$ cat config.mk
export PLATFORM = sky130hd
export DESIGN_NAME = cmhb_muldiv
export DESIGN_NICKNAME = d
export VERILOG_FILES = /design/src/rtl/cmhb_pkg.sv /design/src/rtl/cmhb_muldiv.sv
export SDC_FILE = /design/constraint.sdc
export NUM_CORES = 1
export LEC_CHECK = 0
export ABC_AREA = 1
export BUFFER_PORTS_ARGS = -buffer_cell sky130_fd_sc_hd__buf_2
export CORE_UTILIZATION = 57
export CTS_BUF_LIST = sky130_fd_sc_hd__clkbuf_4 sky130_fd_sc_hd__clkbuf_8
export DETAILED_ROUTE_END_ITERATION = 7
export PLACE_DENSITY_LB_ADDON = 0.08
export SYNTH_ARGS = -nofsm -noshare
export SYNTH_HDL_FRONTEND = slang
export SYNTH_SLANG_ARGS = --single-unit
export TNS_END_PERCENT = 10
$ cat constraint.sdc
create_clock -name i_clk -period 5 [get_ports i_clk]
set_clock_uncertainty 0.1 [all_clocks]
set_input_delay 0.5 -clock i_clk [delete_from_list [all_inputs] [get_ports i_clk]]
set_output_delay 0.5 -clock i_clk [all_outputs]
set_load 0.005 [all_outputs]
$ cat src/rtl/cmhb_pkg.sv
// Shared constants, widths and types of the CMH minimum p-value bound block.
// No dependencies.
package cmhb_pkg;

    localparam int MAX_TABLES = 16;
    localparam int COUNT_BITS = 16;
    localparam int FRAC_BITS  = 16;

    localparam int CNT_W    = $clog2(MAX_TABLES + 1);
    localparam int IDX_W    = (MAX_TABLES > 1) ? $clog2(MAX_TABLES) : 1;
    localparam int FW       = 16 + FRAC_BITS;
    localparam int FSW      = FW + CNT_W;
    localparam int OPW      = (32 + FRAC_BITS > 48) ? 32 + FRAC_BITS : 48;
    localparam int MD_CNT_W = $clog2(OPW + 1);
    localparam int STAT_W   = 48;
    localparam int DRAIN    = 2 * MAX_TABLES + 4;
    localparam int DRN_W    = $clog2(DRAIN + 1);

    localparam logic [15:0] CNT_MASK = 16'(((64'd1 << COUNT_BITS) - 64'd1) & 64'hFFFF);

    typedef struct packed {
        logic [31:0]   p;
        logic [31:0]   q;
        logic [FW-1:0] f;
        logic [FW-1:0] g;
    } t_item;

    typedef struct packed {
        logic clear;
        logic shift;
        logic act;
    } t_cell_ctl;

endpackage

$ cat src/rtl/cmhb_muldiv.sv
// Serial floor(a*b/d): shift-add multiply, then restoring division, one bit a cycle.
// Quotient saturates to all ones on overflow or a zero divisor. Uses cmhb_pkg.
module cmhb_muldiv import cmhb_pkg::*; (
    input  logic           i_clk,
    input  logic           i_rst_n,
    input  logic           i_start,
    input  logic [OPW-1:0] i_a,
    input  logic [OPW-1:0] i_b,
    input  logic [OPW-1:0] i_d,
    output logic           o_done,
    output logic [OPW-1:0] o_quot
);

    typedef enum logic [1:0] {MD_IDLE, MD_MUL, MD_CHK, MD_DIV} t_md_state;

    t_md_state             r_state;
    logic [2*OPW-1:0]      r_acc;
    logic [OPW-1:0]        r_a;
    logic [OPW-1:0]        r_b;
    logic [OPW-1:0]        r_d;
    logic [MD_CNT_W-1:0]   r_cnt;
    logic                  r_done;

    logic [OPW:0] w_t;
    logic         w_ge;
    logic [OPW:0] w_r;

    assign w_t  = {r_acc[2*OPW-1:OPW], r_acc[OPW-1]};
    assign w_ge = w_t >= {1'b0, r_d};
    assign w_r  = w_ge ? (w_t - {1'b0, r_d}) : w_t;

    always_ff @(posedge i_clk) begin
        if (!i_rst_n) begin
            r_state <= MD_IDLE;
            r_done  <= 1'b0;
        end else begin
            r_done <= 1'b0;
            unique case (r_state)
                MD_IDLE: begin
                    if (i_start) begin
                        r_acc   <= '0;
                        r_a     <= i_a;
                        r_b     <= i_b;
                        r_d     <= i_d;
                        r_cnt   <= MD_CNT_W'(OPW);
                        r_state <= MD_MUL;
                    end
                end
                MD_MUL: begin
                    r_acc <= (r_acc << 1) + (r_b[OPW-1] ? {{OPW{1'b0}}, r_a} : '0);
                    r_b   <= r_b << 1;
                    r_cnt <= r_cnt - 1'b1;
                    if (r_cnt == MD_CNT_W'(1)) r_state <= MD_CHK;
                end
                MD_CHK: begin
                    if (r_d == '0 || r_acc[2*OPW-1:OPW] >= r_d) begin
                        r_acc[OPW-1:0] <= '1;
                        r_done         <= 1'b1;
                        r_state        <= MD_IDLE;
                    end else begin
                        r_cnt   <= MD_CNT_W'(OPW);
                        r_state <= MD_DIV;
                    end
                end
                MD_DIV: begin
                    r_acc <= {w_r[OPW-1:0], r_acc[OPW-2:0], w_ge};
                    r_cnt <= r_cnt - 1'b1;
                    if (r_cnt == MD_CNT_W'(1)) begin
                        r_done  <= 1'b1;
                        r_state <= MD_IDLE;
                    end
                end
                default: r_state <= MD_IDLE;
            endcase
        end
    end

    assign o_done = r_done;
    assign o_quot = r_acc[OPW-1:0];

endmodule

==> results.ini, run 1 <==
[hold_path]
whs_endpoint = r_b[18]
min_path_cells = 3
hp-start = i_b[18]
hp-class = input port to flop

[yosys]
yosys_warnings = 0
syn-mean-instance-area_um2 = 6.987
synth_cell_types = 51
synthesis.nets = 3326
syn_area_mm2 = 0.02119
ys_seq_elements = 249
async_flop_share = 0
synthTopCellsByCount = 936 x nand2_1, 417 x inv_1, 276 x nor2_1
yosysSeqAreaShare = 0.3515
yosysTopAreaCell = edfxtp_1
synth-edff-count = 246
synth_ff_type = edfxtp_1
synthTopCellsByArea = edfxtp_1 35%, nand2_1 17%, ha_1 8.6%
synth_top_area_share = 0.3487
netlist_instances = 3032
synth.most_common_cell = nand2_1

[layout]
area_delta_synth_final_pct = 13.81
drive_gt1_frac = 0.1035
antenna_cells = 0
instances_no_fill = 3783
postLayoutCoreUtil = 0.6586
layout.nets = 3579

[placed_design]
dpl.cell_count = 3609
dp_hpwl_mm = 63.80
port_buffers = 195
place.gp.congestion = 1.054

[setup_path]
crit_buf_inv = 2
critPathArrivalTime_ps = 4450
cp_max_fo = 33
slowest_stage = edfxtp_1
crit_top_cell = nand2_1
worstPathCellList = buf_4 > nand2_1 > inv_1 > ha_1 > a21oi_1 > o21ai_0 > a21oi_1 > o21a_1 > nand2_1 > nand2_1 > nand2_1 > or2_2 > nand3_1 > nand2_1
reg2reg_to = r_acc[42]
required_ps = 5290
ff2ff_setup_slack_ps = 850
reg2reg_depth = 14
criticalPathCategory = flop to flop
cpLargestDelayFamily = compound AO/OA/AOI/OAI gates
reg2reg_from = r_b[47]
cp_slowest_stage_delay_ps = 710
setup.worst_path.start_class = flop
endpoint_kind = flop

[clocking]
clkSinkCount = 249
cts_setup_buffers = 0
clock_path_buffers = 3
numCtsBuffers = 45
clk_latency_ps = 670
cts_tree = done
ctsHoldBuffers = 97
ctsResizeCount = 0
clk_pin_slew_ps = 70
htreeDepth = 2
cts-root-buf = clkbuf_8

[sta]
tightest_slew_ps = 1036
timing.final.crit_share = 0.8308
slew-limit-headroom = 0.3021
rsz0062_at_grt = false
finalSetupTns_ps = 0
finalSetupViolations = 0
hold_viol_final = 0
finalCriticalPeriod_ps = 4154
fmax_ghz = 0.2407
drv_slew = 0

[global_routing]
grtUsageTotal = 0.4503
grt_pass1_wl_mm = 129.1
grt_max_degree = 69
antenna_found_initial = 1
grt_overflow_total = 0
grt_pass1_vias = 22060

[drt]
drc = 8
routed_wl_mm = 86.46
drt_iter0_drc = 3528
avgRoutedWirePerCell_um = 22.86
postRouteAntennaNets = 0
first_pass_iters = 8
via_count = 23270
vias_per_cell = 6.150

[die]
row_count = 70
coreArea_mm2 = 0.03661
initial_core_util = 0.5787
io_pins = 196
die_h_um = 194.8
design.die.area_mm2 = 0.03794
die_x_um = 194.8

[run_status]
status = complete, but fails checks
violations = design-rule violations

[power_and_ir_drop]
power.leakage_uw = 0.01149
p_per_area_mw_per_mm2 = 292.3
ir_drop_uv = 380.0
total_power_uw = 7048

[run]
max_cap_viol_count = 0

-- registers in the layout (all words and copies together) (netlist names) --
signal,flops
r_acc,96
r_a,48
r_b,48
r_d,48
r_cnt,6
r_state,2
o_done,1
-- final cells by class --
cell class                      count  area [µm²]
Inverter                          422        1584
Clock buffer                       55       694.4
Multi-Input combinational cell   2260       11570
Fill cell                        3055       12500
Clock inverter                     22       166.4
Timing Repair Buffer              307        2059
Sequential cell                   249        7447
Tap cell                          468       585.6
-- worst register-to-register path, cell delays in order, from the launching register on --
cell	delay, ps
edfxtp_1	710
buf_4	460
nand2_1	120
inv_1	80
ha_1	280
a21oi_1	260
o21ai_0	270
a21oi_1	460
o21a_1	190
nand2_1	240
nand2_1	140
nand2_1	150
or2_2	320
nand3_1	80
nand2_1	70
-- placed cells by master, fill, tap and decap left out, drive strengths merged --
cell type,instances
buf,210
a211oi,2
and3,1
o21a,13
xor2,22
dlygate4sd3,97
nand3b,11
and2,5
inv,422
nand2,942
ha,145
clkinv,19
nand3,287
a21boi,7
fa,2
o21bai,13
clkbuf,55
dfxtp,3
a221o,2
nor3,33
nor2,285
xnor2,5
clkinvlp,1
o21ai,187
a21o,11
bufinv,2
a21oi,193
nor4,12
a31oi,6
nor3b,1
o211ai,3
nand4,51
edfxtp,246
or2,21
-- logic make-up (layout without fill, tap and decap cells) --
group,Yosys count,count (layout),synth area share
adder cells (fa/ha/maj),147,147,0.08753
flip-flops,249,249,0.3515
XOR/XNOR,27,27,0.01116
buffers and inverters,523,806,0.1047
AND/OR/NAND/NOR,1649,1649,0.3337
AO/OA/AOI/OAI,437,437,0.1114
-- where the power goes --
group	internal, µW	switching (µW)
combinational	705	1570
clock	1020	969
sequential	2560	226
-- per-layer routing --
layer	share of wire	global-route usage	vias to the layer above	routed length, µm
met5	0.000093	0	-	8
met4	0.052	0.2106	2	4507
met3	0.14	0.1350	345	12530
met2	0.41	0.6615	1875	35390
met1	0.39	0.6068	10560	34030
li1	-	-	10490	-
-- per-stage QoR --
step | hold slack (ps) | instance area, µm² | worst slack (ps)
2_1_floorplan | 394.3 | 21190 | 265.9
6_report | 30.22 | 24110 | 846.1
4_1_cts | 9.083 | 24110 | 1098
3_5_place_dp | 414.3 | 22280 | 1100
3_3_place_gp | 404.3 | 22280 | 1149
5_1_grt | 35.87 | 24110 | 726.7
-- worst max-delay path by stage --
stage,start,endpoint,cells after the start
after floorplan,r_acc[95],r_acc[0],9
after global placement,r_b[47],r_acc[42],14
after detailed placement,r_b[47],r_acc[42],14
after CTS,r_b[47],r_acc[42],14
after global routing,r_b[47],r_acc[42],14
final,r_b[47],r_acc[42],14
Note: power is estimated with default switching activity, not from simulation.
==> run 2: changes to the inputs <==
--- a/config.mk
+++ b/config.mk
@@ -5,9 +5,9 @@
 export SDC_FILE = /design/constraint.sdc
 export NUM_CORES = 1
 export LEC_CHECK = 0
-export ABC_AREA = 1
+export ABC_AREA = 0
 export BUFFER_PORTS_ARGS = -buffer_cell sky130_fd_sc_hd__buf_2
-export CORE_UTILIZATION = 57
+export CORE_UTILIZATION = 62
 export CTS_BUF_LIST = sky130_fd_sc_hd__clkbuf_4 sky130_fd_sc_hd__clkbuf_8
 export DETAILED_ROUTE_END_ITERATION = 7
 export PLACE_DENSITY_LB_ADDON = 0.08
==> constraint.sdc (replaced) <==
create_clock -name i_clk -period 4.1 [get_ports i_clk]
set_clock_uncertainty 0.1 [all_clocks]
set_input_delay 0.41 -clock i_clk [delete_from_list [all_inputs] [get_ports i_clk]]
set_output_delay 0.41 -clock i_clk [all_outputs]
set_load 0.005 [all_outputs]
==> results.ini, run 2 <==
[layout]
drive_gt1_frac = 0.1803
regMostFlops = r_acc
layout.nets = 2694
stdcell_area_mm2 = 0.02285
final_cell_mix = 270 x nand2_1, 246 x edfxtp_1, 195 x buf_2, 168 x a21oi_1, 158 x nor2_1
layout_commonest_cell = nand2_1
area_delta_synth_final_pct = 22.39
largest_register_ffs = 96
instances_no_fill = 2827

[sta]
drv_slew = 0
fmax_ghz = 0.2456
tightest_slew_ps = 816.1
rsz0062_at_grt = true
hold-worst-slack_ps = 1.160
hold_viol_final = 0
finalCriticalPeriod_ps = 4071
setup_slack_ps = 28.85
finalSetupViolations = 0
slew-limit-headroom = 0.4509
timing.final.crit_share = 0.9930

[clocking]
clk_pin_slew_ps = 60
clkSinkCount = 249
cts-root-buf = clkbuf_8
cts_tree = done
htreeDepth = 2
numCtsBuffers = 44
clk_latency_ps = 580
clock_path_buffers = 3

[yosys]
syn-mean-instance-area_um2 = 9.137
netlist_instances = 2043
synthesis.nets = 2337
synthTopCellsByCount = 271 x nand2_1, 246 x edfxtp_1, 169 x a21oi_1
syn_area_mm2 = 0.01867
async_flop_share = 0
ys_seq_elements = 249
yosysSeqAreaShare = 0.3989
synth-edff-count = 246
synth_top_area_share = 0.3957
yosys_warnings = 0
synth_ff_type = edfxtp_1
synth.most_common_cell = nand2_1
yosysTopAreaCell = edfxtp_1
synthTopCellsByArea = edfxtp_1 40%, ha_1 9.7%, nand2_1 5.4%
synth_cell_types = 89

[drt]
routed_wl_mm = 59.12
postRouteAntennaNets = 0
avgRoutedWirePerCell_um = 20.91
first_pass_iters = 6
via_count = 17930
drc = 0
vias_per_cell = 6.342
drt_iter0_drc = 2010

[setup_path]
cp_max_fo = 48
setup.worst_path.start_class = flop
slowest_stage = or4_1
cpLargestDelayFamily = simple AND/OR/NAND/NOR gates
worstPathCellList = buf_12 > and2_1 > ha_1 > and3_1 > nand4_1 > or4_1 > a211oi_2 > or4_4 > nand2_4 > or4_4 > or4_1 > o211ai_1
required_ps = 4420
ff2ff_setup_slack_ps = 30
critPathArrivalTime_ps = 4390
endpoint_kind = flop
criticalPathCategory = flop to flop
crit_buf_inv = 1
cp_slowest_stage_delay_ps = 540

[placed_design]
dp_hpwl_mm = 40.26
dp_slack_ps = -94.42
dpl.cell_count = 2603
port_buffers = 195
place.gp.congestion = 0.9624
dpl_cell_area_mm2 = 0.02036

[power_and_ir_drop]
p_per_area_mw_per_mm2 = 339.1
power.leakage_uw = 0.009957
ir_drop_uv = 351.7
total_power_uw = 7748

[die]
io_pins = 196
design.die.area_mm2 = 0.03081
die_x_um = 175.5
die_h_um = 175.5
coreArea_mm2 = 0.02964
initial_core_util = 0.6299
row_count = 63

[global_routing]
grt_max_degree = 65
grt_pass1_wl_mm = 92.47
use_met3 = 0.08506
grt_overflow_total = 0
grtUsageTotal = 0.3815
grtUsageMet2 = 0.6073
top_usage_layer = met2
grt_pass1_vias = 17720
antenna_found_initial = 3
grt_use_met1 = 0.4972

[run_status]
status = finished, final reports clean

[hold_path]
hp-class = input port to flop

[run]
max_cap_viol_count = 0

==> run 2: changes by cell type in the layout (fill, tap and decap cells not counted), moves of 21 or more <==
cell and change:
a21o_1 +83, and2_1 +50, buf_4 +106, dlygate4sd3_1 +43, inv_1 -336, nand2_1 -666, nand3_1 -225, nor2_1 -116
o21ai_0 -90, xnor2_1 +53, xor2_1 +21
==> run 2: final cells by class <==
cell class / count / area [µm²]
fill: 2089 / 6792
antenna: 2 / 5.005
tap: 390 / 488.0
clock inverter: 21 / 267.8
multi-input combinational: 1564 / 10230
timing repair buffer: 460 / 3366
sequential: 249 / 7450
clock buffer: 60 / 738.2
inverter: 81 / 304.0
==> run 2: worst paths after layout <==
check / cells past startpoint / start / endpoint
worst max-delay path: 12 / r_b[47] / r_acc[85]
worst min-delay path: 3 / i_b[10] / r_b[10]
worst max register to register: 12 / r_b[47] / r_acc[85]
worst min register to register: 2 / r_b[36] / r_b[37]
==> run 2: kinds of logic (layout without fill, tap and decap cells) <==
kind of cell | count (synthesis) | after routing | share of synthesized area
AO/OA/AOI/OAI | 572 | 572 | 0.2029
XOR/XNOR | 101 | 101 | 0.04739
adder cells (fa/ha/maj) | 147 | 147 | 0.09933
buffers and inverters | 230 | 622 | 0.05764
flip-flops | 249 | 249 | 0.3989
multiplexers | 17 | 17 | 0.009182
other | 0 | 2 | 0
AND/OR/NAND/NOR | 727 | 727 | 0.1847
==> run 2: per-layer routing <==
layer / up-vias / wire length (µm)
met5: - / 13
met4: 2 / 2622
met3: 192 / 6198
met2: 1071 / 26800
met1: 8420 / 23490
li1: 8243 / -
==> run 2: metrics by stage <==
stage	utilization	TNS (ps)
final	0.7709	0
after global routing	0.7709	-218.3
after CTS	0.7688	0
after detailed placement	0.6871	-4088
after global placement	0.6871	0
after floorplan	-	0
==> run 2: where the power goes <==
part	internal [µW]	total [µW]	switching, µW
clock	1560	2690	1130
sequential	3000	3120	117
combinational	831	1940	1110
total	5400	7750	2350
==> run 2: repair_timing <==
item                                    CTS  global route
endpoints found under the hold margin   140             0
hold buffers                            140             0
resized for setup                         4            11
pin swaps                                 0             3
setup buffers                             0             1
endpoints found under the setup margin   51            77
==> run 2: worst min-delay path: stages <==
cell	delay [ps]
buf_2	80
nand2_1	40
nand2_1	50
